[src/hdl/assert_macros.svh]
// Assertion macros shared by the decoder RTL.
// Expects signals named clk and rst_n in the including scope.
`ifndef ASSERT_MACROS_SVH
`define ASSERT_MACROS_SVH

// Immediate implication or plain property, checked on every clock outside reset.
`define MRSD_ASSERT(label, prop, msg) \
  label: assert property (@(posedge clk) disable iff (!rst_n) prop) \
    else $error(msg);

// Condition in one cycle implies a consequence in the next.
`define MRSD_ASSERT_NEXT(label, ante, cons, msg) \
  label: assert property (@(posedge clk) disable iff (!rst_n) (ante) |=> (cons)) \
    else $error(msg);

`endif

[src/hdl/mrsd_pkg.sv]
// Types and constants of the match record stream decoder.
// No dependencies; used by the interface instances and the top level.
package mrsd_pkg;

  typedef struct packed {
    logic [7:0] data_byte;
    logic       last_byte;
  } in_item_t;

  typedef struct packed {
    logic        record_valid;
    logic [31:0] target_pos;
    logic [31:0] source_pos;
    logic [31:0] match_length;
    logic [3:0]  status;
  } rec_item_t;

  localparam logic [3:0] ST_OK       = 4'd0;
  localparam logic [3:0] ST_COMPLETE = 4'd1;
  localparam logic [3:0] ST_HEADER   = 4'd2;
  localparam logic [3:0] ST_OVERFLOW = 4'd3;
  localparam logic [3:0] ST_TRUNC    = 4'd4;
  localparam logic [3:0] ST_MODE     = 4'd5;
  localparam logic [3:0] ST_SHIFT    = 4'd6;
  localparam logic [3:0] ST_RANGE    = 4'd7;
  localparam logic [3:0] ST_TRAILING = 4'd8;

  localparam logic [7:0] MAGIC_BYTES [0:7] = '{
    8'h48, 8'h46, 8'h43, 8'h43, 8'h31, 8'h00, 8'h00, 8'h00
  };

  // LEB128: ten bytes at most, the tenth may not continue.
  localparam logic [3:0] VARINT_LAST_IDX = 4'd9;
  localparam logic [3:0] HEADER_LAST_IDX = 4'd15;
  localparam logic [7:0] MODE_NEW        = 8'd0;
  localparam logic [7:0] MODE_SAME       = 8'd1;
  localparam logic [7:0] MODE_DELTA      = 8'd2;

endpackage

[src/hdl/mrsd_stream_if.sv]
// Valid/ready stream channel carrying one word of a given payload type.
// Payload types come from mrsd_pkg at the point of instantiation.
interface mrsd_stream_if #(parameter type payload_t = logic) ();
  logic     valid;
  logic     ready;
  payload_t payload;

  modport source (output valid, output payload, input ready);
  modport sink   (input valid, input payload, output ready);
endinterface

[src/hdl/match_record_stream_decoder.sv]
// Match record stream decoder: one input word (byte) per clock while the skid entry is empty.
// A result is written into the output register by the edge that accepts its word when
// the output register is free or taken that cycle; otherwise it waits in the skid entry.
// The cycle is set by the single-pass decode path: varint shift-or, 64-bit add and compares.
// A two-entry output buffer lets input continue while one result waits to be taken.
// Reset (rst_n low, synchronous) clears the decode state and the output valid flags; the decoder then expects a header.
module match_record_stream_decoder (
  input logic           clk,
  input logic           rst_n,
  mrsd_stream_if.sink   in_stream,
  mrsd_stream_if.source out_stream
);
  import mrsd_pkg::*;

  typedef enum logic [2:0] {
    PH_HEADER, PH_GAP, PH_MODE, PH_DIST, PH_LEN, PH_DONE
  } phase_t;

  phase_t      phase_r, phase_nxt;
  logic [3:0]  hidx_r, hidx_nxt;
  logic [63:0] expected_r, expected_nxt;
  logic [63:0] done_r, done_nxt;
  logic [63:0] accum_r, accum_nxt;
  logic [3:0]  vcnt_r, vcnt_nxt;
  logic [63:0] pgap_r, pgap_nxt;
  logic [1:0]  pmode_r, pmode_nxt;
  logic [63:0] ldist_r, ldist_nxt;
  logic [32:0] pend_r, pend_nxt;
  logic        dropping_r, dropping_nxt;

  rec_item_t   out_r, skid_r, res;
  logic        out_valid_r, skid_valid_r, res_valid;

  logic        in_ready, in_fire, pop, push, main_free;
  logic [7:0]  b;
  logic        last;

  // Combinational decode signals.
  logic        do_fail, do_start;
  logic [3:0]  fail_code;
  logic [5:0]  shamt;
  logic [63:0] take_acc;
  logic        take_done, take_ovf;
  logic [3:0]  vcnt_step;
  logic [63:0] mag, mag1, hdr_full, done_inc;
  logic [64:0] sum65;
  logic [63:0] sum_sat;
  logic [33:0] tsum;
  logic [31:0] target;

  // Output word checks.
  logic        out_is_err, out_is_rec, out_fields_zero, out_status_rec, out_src_ok;

  assign in_ready        = !skid_valid_r;
  assign in_stream.ready = in_ready;
  assign in_fire         = in_stream.valid && in_ready;
  assign b               = in_stream.payload.data_byte;
  assign last            = in_stream.payload.last_byte;

  // Shift of the current varint byte: seven bits per byte already taken.
  assign shamt     = 6'({2'b00, vcnt_r, 3'b000} - {5'b00000, vcnt_r});
  assign take_acc  = accum_r | (64'(b[6:0]) << shamt);
  assign take_done = !b[7];
  assign take_ovf  = b[7] && (vcnt_r == VARINT_LAST_IDX);
  // The byte count only grows while the varint goes on.
  assign vcnt_step = (take_done || take_ovf) ? 4'd0 : vcnt_r + 4'd1;

  assign mag      = {1'b0, take_acc[63:1]};
  assign mag1     = mag + 64'd1;
  assign sum65    = {1'b0, ldist_r} + {1'b0, mag};
  assign sum_sat  = sum65[64] ? {64{1'b1}} : sum65[63:0];
  assign tsum     = {1'b0, pend_r} + {2'b00, pgap_r[31:0]};
  assign target   = tsum[31:0];
  assign done_inc = done_r + 64'd1;
  assign hdr_full = expected_r | (64'(b) << {hidx_r[2:0], 3'b000});

  always_comb begin
    phase_nxt    = phase_r;
    hidx_nxt     = hidx_r;
    expected_nxt = expected_r;
    done_nxt     = done_r;
    accum_nxt    = accum_r;
    vcnt_nxt     = vcnt_r;
    pgap_nxt     = pgap_r;
    pmode_nxt    = pmode_r;
    ldist_nxt    = ldist_r;
    pend_nxt     = pend_r;
    dropping_nxt = dropping_r;
    res          = '0;
    res_valid    = 1'b0;
    do_fail      = 1'b0;
    do_start     = 1'b0;
    fail_code    = ST_OK;

    if (dropping_r) begin
      if (last) begin
        dropping_nxt = 1'b0;
        do_start     = 1'b1;
      end
    end else begin
      case (phase_r)
        PH_HEADER: begin
          if (!hidx_r[3] && (b != MAGIC_BYTES[hidx_r[2:0]])) begin
            do_fail   = 1'b1;
            fail_code = ST_HEADER;
          end else begin
            if (hidx_r[3]) begin
              expected_nxt = hdr_full;
            end
            hidx_nxt = hidx_r + 4'd1;
            if (hidx_r != HEADER_LAST_IDX) begin
              if (last) begin
                do_fail   = 1'b1;
                fail_code = ST_HEADER;
              end
            end else begin
              done_nxt  = '0;
              accum_nxt = '0;
              vcnt_nxt  = '0;
              if (hdr_full == 64'd0) begin
                if (last) begin
                  res_valid  = 1'b1;
                  res.status = ST_COMPLETE;
                  do_start   = 1'b1;
                end else begin
                  phase_nxt = PH_DONE;
                end
              end else begin
                phase_nxt = PH_GAP;
                if (last) begin
                  do_fail   = 1'b1;
                  fail_code = ST_TRUNC;
                end
              end
            end
          end
        end

        PH_GAP: begin
          accum_nxt = take_acc;
          vcnt_nxt  = vcnt_step;
          if (take_ovf) begin
            do_fail   = 1'b1;
            fail_code = ST_OVERFLOW;
          end else begin
            if (take_done) begin
              pgap_nxt  = take_acc;
              phase_nxt = PH_MODE;
            end
            if (last) begin
              do_fail   = 1'b1;
              fail_code = ST_TRUNC;
            end
          end
        end

        PH_MODE: begin
          if (b > MODE_DELTA) begin
            do_fail   = 1'b1;
            fail_code = ST_MODE;
          end else begin
            pmode_nxt = b[1:0];
            phase_nxt = (b == MODE_SAME) ? PH_LEN : PH_DIST;
            accum_nxt = '0;
            vcnt_nxt  = '0;
            if (last) begin
              do_fail   = 1'b1;
              fail_code = ST_TRUNC;
            end
          end
        end

        PH_DIST: begin
          accum_nxt = take_acc;
          vcnt_nxt  = vcnt_step;
          if (take_ovf) begin
            do_fail   = 1'b1;
            fail_code = ST_OVERFLOW;
          end else if (take_done && (pmode_r == MODE_DELTA[1:0]) && take_acc[0]
                       && (ldist_r <= mag1)) begin
            do_fail   = 1'b1;
            fail_code = ST_SHIFT;
          end else if (take_done && (pmode_r == MODE_DELTA[1:0]) && !take_acc[0]
                       && (sum_sat == 64'd0)) begin
            do_fail   = 1'b1;
            fail_code = ST_SHIFT;
          end else begin
            if (take_done) begin
              if (pmode_r == MODE_NEW[1:0]) begin
                ldist_nxt = take_acc;
              end else if (take_acc[0]) begin
                ldist_nxt = ldist_r - mag1;
              end else begin
                ldist_nxt = sum_sat;
              end
              phase_nxt = PH_LEN;
              accum_nxt = '0;
              vcnt_nxt  = '0;
            end
            if (last) begin
              do_fail   = 1'b1;
              fail_code = ST_TRUNC;
            end
          end
        end

        PH_LEN: begin
          accum_nxt = take_acc;
          vcnt_nxt  = vcnt_step;
          if (take_ovf) begin
            do_fail   = 1'b1;
            fail_code = ST_OVERFLOW;
          end else if (!take_done) begin
            if (last) begin
              do_fail   = 1'b1;
              fail_code = ST_TRUNC;
            end
          end else if ((pgap_r[63:32] != 32'd0) || (tsum[33:32] != 2'b00)
                       || (take_acc[63:32] != 32'd0)
                       || (ldist_r > {32'd0, target})) begin
            do_fail   = 1'b1;
            fail_code = ST_RANGE;
          end else begin
            pend_nxt         = {1'b0, target} + {1'b0, take_acc[31:0]};
            done_nxt         = done_inc;
            res_valid        = 1'b1;
            res.record_valid = 1'b1;
            res.target_pos   = target;
            res.source_pos   = target - ldist_r[31:0];
            res.match_length = take_acc[31:0];
            if (done_inc == expected_r) begin
              res.status = last ? ST_COMPLETE : ST_OK;
              phase_nxt  = PH_DONE;
            end else begin
              res.status = last ? ST_TRUNC : ST_OK;
              phase_nxt  = PH_GAP;
              accum_nxt  = '0;
              vcnt_nxt   = '0;
            end
            do_start = last;
          end
        end

        default: begin
          do_fail   = 1'b1;
          fail_code = ST_TRAILING;
        end
      endcase
    end

    // An error reports zero fields; recovery depends on the end mark.
    if (do_fail) begin
      res_valid  = 1'b1;
      res        = '0;
      res.status = fail_code;
      if (last) begin
        do_start = 1'b1;
      end else begin
        dropping_nxt = 1'b1;
      end
    end

    if (do_start) begin
      phase_nxt    = PH_HEADER;
      hidx_nxt     = '0;
      expected_nxt = '0;
      done_nxt     = '0;
      accum_nxt    = '0;
      vcnt_nxt     = '0;
      pgap_nxt     = '0;
      pmode_nxt    = '0;
      ldist_nxt    = '0;
      pend_nxt     = '0;
    end
  end

  assign pop       = out_valid_r && out_stream.ready;
  assign push      = in_fire && res_valid;
  assign main_free = !out_valid_r || pop;

  always_ff @(posedge clk) begin
    if (!rst_n) begin
      phase_r      <= PH_HEADER;
      hidx_r       <= '0;
      expected_r   <= '0;
      done_r       <= '0;
      accum_r      <= '0;
      vcnt_r       <= '0;
      pgap_r       <= '0;
      pmode_r      <= '0;
      ldist_r      <= '0;
      pend_r       <= '0;
      dropping_r   <= 1'b0;
      out_valid_r  <= 1'b0;
      skid_valid_r <= 1'b0;
    end else begin
      if (in_fire) begin
        phase_r    <= phase_nxt;
        hidx_r     <= hidx_nxt;
        expected_r <= expected_nxt;
        done_r     <= done_nxt;
        accum_r    <= accum_nxt;
        vcnt_r     <= vcnt_nxt;
        pgap_r     <= pgap_nxt;
        pmode_r    <= pmode_nxt;
        ldist_r    <= ldist_nxt;
        pend_r     <= pend_nxt;
        dropping_r <= dropping_nxt;
      end
      // Input is held off while the skid entry is full, so no push then.
      if (skid_valid_r) begin
        if (pop) begin
          out_r        <= skid_r;
          skid_valid_r <= 1'b0;
        end
      end else if (push) begin
        if (main_free) begin
          out_r       <= res;
          out_valid_r <= 1'b1;
        end else begin
          skid_r       <= res;
          skid_valid_r <= 1'b1;
        end
      end else if (pop) begin
        out_valid_r <= 1'b0;
      end
    end
  end

  assign out_stream.valid   = out_valid_r;
  assign out_stream.payload = out_r;

  assign out_is_err      = out_valid_r && !out_r.record_valid;
  assign out_is_rec      = out_valid_r && out_r.record_valid;
  assign out_fields_zero = (out_r.target_pos == 32'd0) && (out_r.source_pos == 32'd0)
                           && (out_r.match_length == 32'd0);
  assign out_status_rec  = (out_r.status == ST_OK) || (out_r.status == ST_COMPLETE)
                           || (out_r.status == ST_TRUNC);
  assign out_src_ok      = out_r.source_pos <= out_r.target_pos;

`include "assert_macros.svh"

  `MRSD_ASSERT(a_skid_behind_main, skid_valid_r |-> out_valid_r, "skid full, output empty")
  `MRSD_ASSERT_NEXT(a_skid_refill, skid_valid_r && pop, out_valid_r && !skid_valid_r, "skid stuck")
  `MRSD_ASSERT(a_error_zero, out_is_err |-> out_fields_zero, "error word with nonzero fields")
  `MRSD_ASSERT(a_record_status, out_is_rec |-> out_status_rec, "record word with error status")
  `MRSD_ASSERT(a_source_le_target, out_is_rec |-> out_src_ok, "source beyond target")
  `MRSD_ASSERT(a_varint_bound, vcnt_r <= VARINT_LAST_IDX, "varint byte count beyond ten bytes")

endmodule

[src/flat_wrapper.sv]
// flat-port wrapper written by rule: the top's interface ports become plain ports
module match_record_stream_decoder_flat import mrsd_pkg::*;
  (clk, rst_n, in_stream_valid, in_stream_payload, in_stream_ready, out_stream_valid, out_stream_payload, out_stream_ready);
  mrsd_stream_if #(.payload_t(in_item_t)) in_stream_i ();
  mrsd_stream_if #(.payload_t(rec_item_t)) out_stream_i ();
  input logic clk;
  input logic rst_n;
  input wire logic [$bits(in_stream_i.valid)-1:0] in_stream_valid;
  input wire logic [$bits(in_stream_i.payload)-1:0] in_stream_payload;
  output wire logic [$bits(in_stream_i.ready)-1:0] in_stream_ready;
  output wire logic [$bits(out_stream_i.valid)-1:0] out_stream_valid;
  output wire logic [$bits(out_stream_i.payload)-1:0] out_stream_payload;
  input wire logic [$bits(out_stream_i.ready)-1:0] out_stream_ready;
  assign in_stream_i.valid = in_stream_valid;
  assign in_stream_i.payload = in_stream_payload;
  assign in_stream_ready = in_stream_i.ready;
  assign out_stream_valid = out_stream_i.valid;
  assign out_stream_payload = out_stream_i.payload;
  assign out_stream_i.ready = out_stream_ready;
  match_record_stream_decoder u_core (.clk(clk), .rst_n(rst_n), .in_stream(in_stream_i), .out_stream(out_stream_i));
endmodule
[config.mk]
export PLATFORM = sky130hd
export DESIGN_NAME = match_record_stream_decoder_flat
export DESIGN_NICKNAME = d
export VERILOG_FILES = /design/src/hdl/mrsd_pkg.sv /design/src/hdl/mrsd_stream_if.sv /design/src/hdl/match_record_stream_decoder.sv /design/src/flat_wrapper.sv
export VERILOG_INCLUDE_DIRS = /design/src /design/src/hdl
export SDC_FILE = /design/constraint.sdc
export NUM_CORES = 2
export LEC_CHECK = 0
export BUFFER_PORTS_ARGS = -buffer_cell sky130_fd_sc_hd__buf_2
export CAP_MARGIN = 10
export CORE_ASPECT_RATIO = 0.8
export CORE_UTILIZATION = 53
export CTS_CLUSTER_DIAMETER = 80
export DETAILED_ROUTE_END_ITERATION = 12
export GPL_TIMING_DRIVEN = 1
export HOLD_SLACK_MARGIN = 0.1
export MAX_ROUTING_LAYER = met4
export PLACE_DENSITY = 0.66
export SLEW_MARGIN = 20
export SYNTH_ARGS = -nofsm -noshare
export SYNTH_HDL_FRONTEND = slang
export SYNTH_SLANG_ARGS = --single-unit
[constraint.sdc]
create_clock -name clk -period 31.2 [get_ports clk]
set_clock_uncertainty 0.15 [all_clocks]
set_input_delay 3.12 -clock clk [delete_from_list [all_inputs] [get_ports clk]]
set_output_delay 3.12 -clock clk [all_outputs]
set_load 0.1 [all_outputs]
==> impl_summary.log <==
INFO  metric outcome = finished, final reports clean
INFO  metric pin_count_of_the_biggest_net_entering_global_routing = 108
INFO  metric die-area = 80200 sq um
INFO  metric areaGrowthSynthToFinish = 8.58%
INFO  metric cellInternalPower = 1270 uW
INFO  metric hold_path_class = register to register
INFO  metric avgRoutedWirePerCell = 25.5 um
INFO  metric critical_path.slowest_cell = sky130_fd_sc_hd__o31ai_1
INFO  metric drt_drc_violations_left = 0
INFO  metric synth_top_area_frac = 0.176
INFO  metric post-route-period-util = 0.412
INFO  metric synth.area.top_cells = sky130_fd_sc_hd__dfxtp_1, sky130_fd_sc_hd__edfxtp_1, sky130_fd_sc_hd__ha_1
INFO  metric layout.nets = 5446
INFO  metric drtPass1Iterations = 6
INFO  metric number_of_core_rows = 91
INFO  metric critical_path_arrival = 13.02 ns
INFO  metric power.total = 1800 uW
INFO  metric regToRegEndpoint = u_core.out_stream.payload[76]$_DFFE_PP_
INFO  metric die_width = 316 um
INFO  metric setup.worst_path.start_class = primary input
INFO  metric timing.critical_path.buf_inv = 4
INFO  metric setup_failing_eps_final = 0
INFO  metric timing.slew.headroom = 0.206
INFO  metric reg_power_frac = 0.437
INFO  metric max_slew.worst_pin.slew = 1.18 ns
INFO  metric hp-start = u_core.accum_r[6]$_SDFFE_PN0P_
INFO  metric drv.max_cap_violation_count = 0
INFO  metric mostFrequentLayoutCell = sky130_fd_sc_hd__nor2_1
INFO  metric num_io_pins = 116
INFO  metric post_layout_cell_count = 6243
INFO  metric postSynth.topFlopCell = sky130_fd_sc_hd__dfxtp_1
INFO  metric placed_cells = 6120
INFO  metric vias_per_cell = 6.60
INFO  metric syn_inst = 5180
INFO  metric synth.avg_cell_area = 8.09 sq um
INFO  metric timing_worst_setup_path_type = primary input to register
INFO  metric comb_pwr_share = 0.141
INFO  metric detail-route-antenna-nets = 0
INFO  metric synth-edff-count = 202
INFO  metric cts-buffers-inserted = 61
INFO  metric worstSetupEndpointType = register
INFO  metric clock_power_share = 0.422
INFO  metric cts_setup_buffers = 0
INFO  metric insertion_delay_to_the_later_sink_of_the_worst_skew_pair = 0.68 ns
INFO  metric p_switching = 535 uW
INFO  metric cts_num_sinks = 571
INFO  metric synth_seq_cells = 571
INFO  metric root_buf_cell = sky130_fd_sc_hd__clkbuf_16
INFO  metric cts_hold_repair_buffers = 0
INFO  metric crit_family = compound AO/OA/AOI/OAI gates
INFO  metric synth.largest_area_cell = sky130_fd_sc_hd__dfxtp_1
INFO  metric asyncSetResetFlopFracSynth = 0
INFO  metric grt_pass1_wl = 235 mm
INFO  metric clock_tree_from_tritoncts = done
INFO  metric detailroute.via_count = 41200
INFO  metric portBuffers = 115
INFO  metric finalHoldViolCount = 0
INFO  metric setup_total_negative_slack = 0 ns
INFO  metric synth.cell_area = 41900 sq um
INFO  metric switching_share_of_power = 0.297
INFO  metric final_cell_mix = sky130_fd_sc_hd__nor2_1, sky130_fd_sc_hd__a21oi_1, sky130_fd_sc_hd__nand2_1
INFO  metric seq_area_frac_synth = 0.321
INFO  metric die_y = 253 um
INFO  metric worst_path_most_repeated_cell = sky130_fd_sc_hd__a21oi_1
INFO  metric cts.htree.levels = 2
INFO  metric worst_hold_path.endpoint = u_core.accum_r[6]$_SDFFE_PN0P_
INFO  metric post_detail_place_hpwl = 122 mm
INFO  metric antenna_found_initial = 10
INFO  metric worst_path_largest_cell_delay = 0.68 ns
INFO  metric cp_num_cells = 30
INFO  metric max_freq = 77.7 MHz
INFO  metric power_density = 39.6 nW/um^2
INFO  metric critical_path_required = 31.35 ns
INFO  metric timing.hold.worst_path_depth = 2
INFO  metric synth.distinct_cells = 102
INFO  metric floorplan.initialDensity = 0.539
INFO  metric ir_worst_vdd = 0.0466 mV
INFO  metric ctsLongestPathBuffers = 3
INFO  metric post_cts.resized_instances = 0
INFO  metric grt_overflow = 0
INFO  metric gr-usage-all-layers = 0.396
INFO  metric drt-total-wl = 159 mm
INFO  metric drive_gt1_frac = 0.0810
INFO  metric crit_fanout = 53
INFO  metric synthesis.yosys.warnings = 0
INFO  metric syn-num-nets = 5466
INFO  metric fp.coreArea = 77700 sq um
INFO  metric worst_slack = 18.34 ns
INFO  metric worst_r2r_startpoint = u_core.vcnt_r[0]$_SDFFE_PN0P_
INFO  metric grt_pass1_vias = 36400
INFO  metric dp_slack = 17.94 ns
INFO  metric drt_first_iter_violations = 5798
INFO  metric timing_max_transition_violations_final = 0
INFO  metric final_instance_area = 45500 sq um
INFO  metric leakagePower = 0.0184 uW
INFO  metric rsz0062_at_grt = false
INFO  metric min_period = 12.86 ns
INFO  metric routabilityCongestion = 1.03
INFO  metric reg2reg_setup_slack = 19.44 ns
INFO  metric clk_transition_reported_paths = 0.07 ns
INFO  metric reg2regPathDepth = 32
INFO  metric post_dp_cell_area = 43400 sq um
synth_stat cells, types with 47 or more instances:
cell / n
sky130_fd_sc_hd__a31oi_1: 58
sky130_fd_sc_hd__clkbuf_1: 240
sky130_fd_sc_hd__inv_1: 213
sky130_fd_sc_hd__o21ai_0: 273
sky130_fd_sc_hd__a22oi_1: 128
sky130_fd_sc_hd__ha_1: 268
sky130_fd_sc_hd__mux2i_1: 48
sky130_fd_sc_hd__xor2_1: 111
sky130_fd_sc_hd__nor4_1: 65
sky130_fd_sc_hd__nand3_1: 111
sky130_fd_sc_hd__nand2_1: 441
sky130_fd_sc_hd__nand4_1: 100
sky130_fd_sc_hd__nor2_1: 567
sky130_fd_sc_hd__dfxtp_1: 369
sky130_fd_sc_hd__xnor2_1: 233
sky130_fd_sc_hd__and3_1: 54
sky130_fd_sc_hd__nand2b_1: 47
sky130_fd_sc_hd__nor3_1: 143
sky130_fd_sc_hd__a21o_1: 135
sky130_fd_sc_hd__o31ai_1: 103
sky130_fd_sc_hd__edfxtp_1: 202
sky130_fd_sc_hd__o21bai_1: 52
sky130_fd_sc_hd__a21oi_1: 468
worst min-delay path: stages, from the launching register on:
cell                      delay, ns
sky130_fd_sc_hd__dfxtp_1       0.31
sky130_fd_sc_hd__nand2_1       0.05
sky130_fd_sc_hd__nand2_1       0.04
per-layer routing:
metal,share of wire,up-vias,wire length (um),track usage
met1,0.47,19700,74500,0.612
met3,0.13,185,21100,0.0996
met2,0.38,2358,60300,0.506
li1,-,18900,-,-
met4,0.019,0,3010,0.0766
met5,0,-,0,-
sequential cells by signal, indices dropped and copies added, names as in the netlist, 33 cells and up:
register,cells
u_core.out_stream.payload,101
u_core.skid_r,101
u_core.accum_r,64
u_core.done_r,64
u_core.expected_r,64
u_core.ldist_r,64
u_core.pgap_r,64
u_core.pend_r,33
cells by family after synthesis:
logic type               share of synthesized area
AND/OR/NAND/NOR                              0.208
AO/OA/AOI/OAI                                0.246
flip-flops                                   0.321
buffers and inverters                       0.0483
XOR/XNOR                                    0.0723
adder cells (fa/ha/maj)                     0.0824
multiplexers                                0.0211
worst max path at each step:
stage | slack (ns) | start | end
after floorplan | 16.22 | in_stream_payload[1] | u_core.out_stream.payload[0]$_DFFE_PP_
after global placement | 18.11 | in_stream_payload[1] | u_core.out_stream.payload[37]$_DFFE_PP_
after detailed placement | 17.94 | in_stream_payload[1] | u_core.out_stream.payload[42]$_DFFE_PP_
after CTS | 18.61 | in_stream_payload[1] | u_core.out_stream.payload[76]$_DFFE_PP_
after global routing | 17.88 | in_stream_payload[1] | u_core.out_stream.payload[76]$_DFFE_PP_
final | 18.34 | in_stream_payload[1] | u_core.out_stream.payload[76]$_DFFE_PP_
power groups by stage:
stage          sequential (uW)  combinational (uW)  clock [uW]
2_1_floorplan              858                 127           0
3_3_place_gp               804                 246           0
3_5_place_dp               804                 246           0
4_1_cts                    788                 247         763
5_1_grt                    789                 266         792
6_report                   788                 254         761
cell type report:
class | count | area, sq um
Tap cell | 1023 | 1280
Timing Repair Buffer | 211 | 1300
Multi-Input combinational cell | 4095 | 26500
Fill cell | 7215 | 32200
Inverter | 220 | 833
Antenna cell | 9 | 22.5
Clock inverter | 34 | 387
Clock buffer | 80 | 1680
Sequential cell | 571 | 13500
through the flow:
| stage | hold slack, ns | util |
|---|---|---|
| after CTS | 0.294 | 0.585 |
| final | 0.293 | 0.586 |
| after global routing | 0.315 | 0.586 |
| after floorplan | 0.272 | - |
| after detailed placement | 0.284 | 0.559 |
| after global placement | 0.280 | 0.559 |
Power figures use the tool's default switching activity.
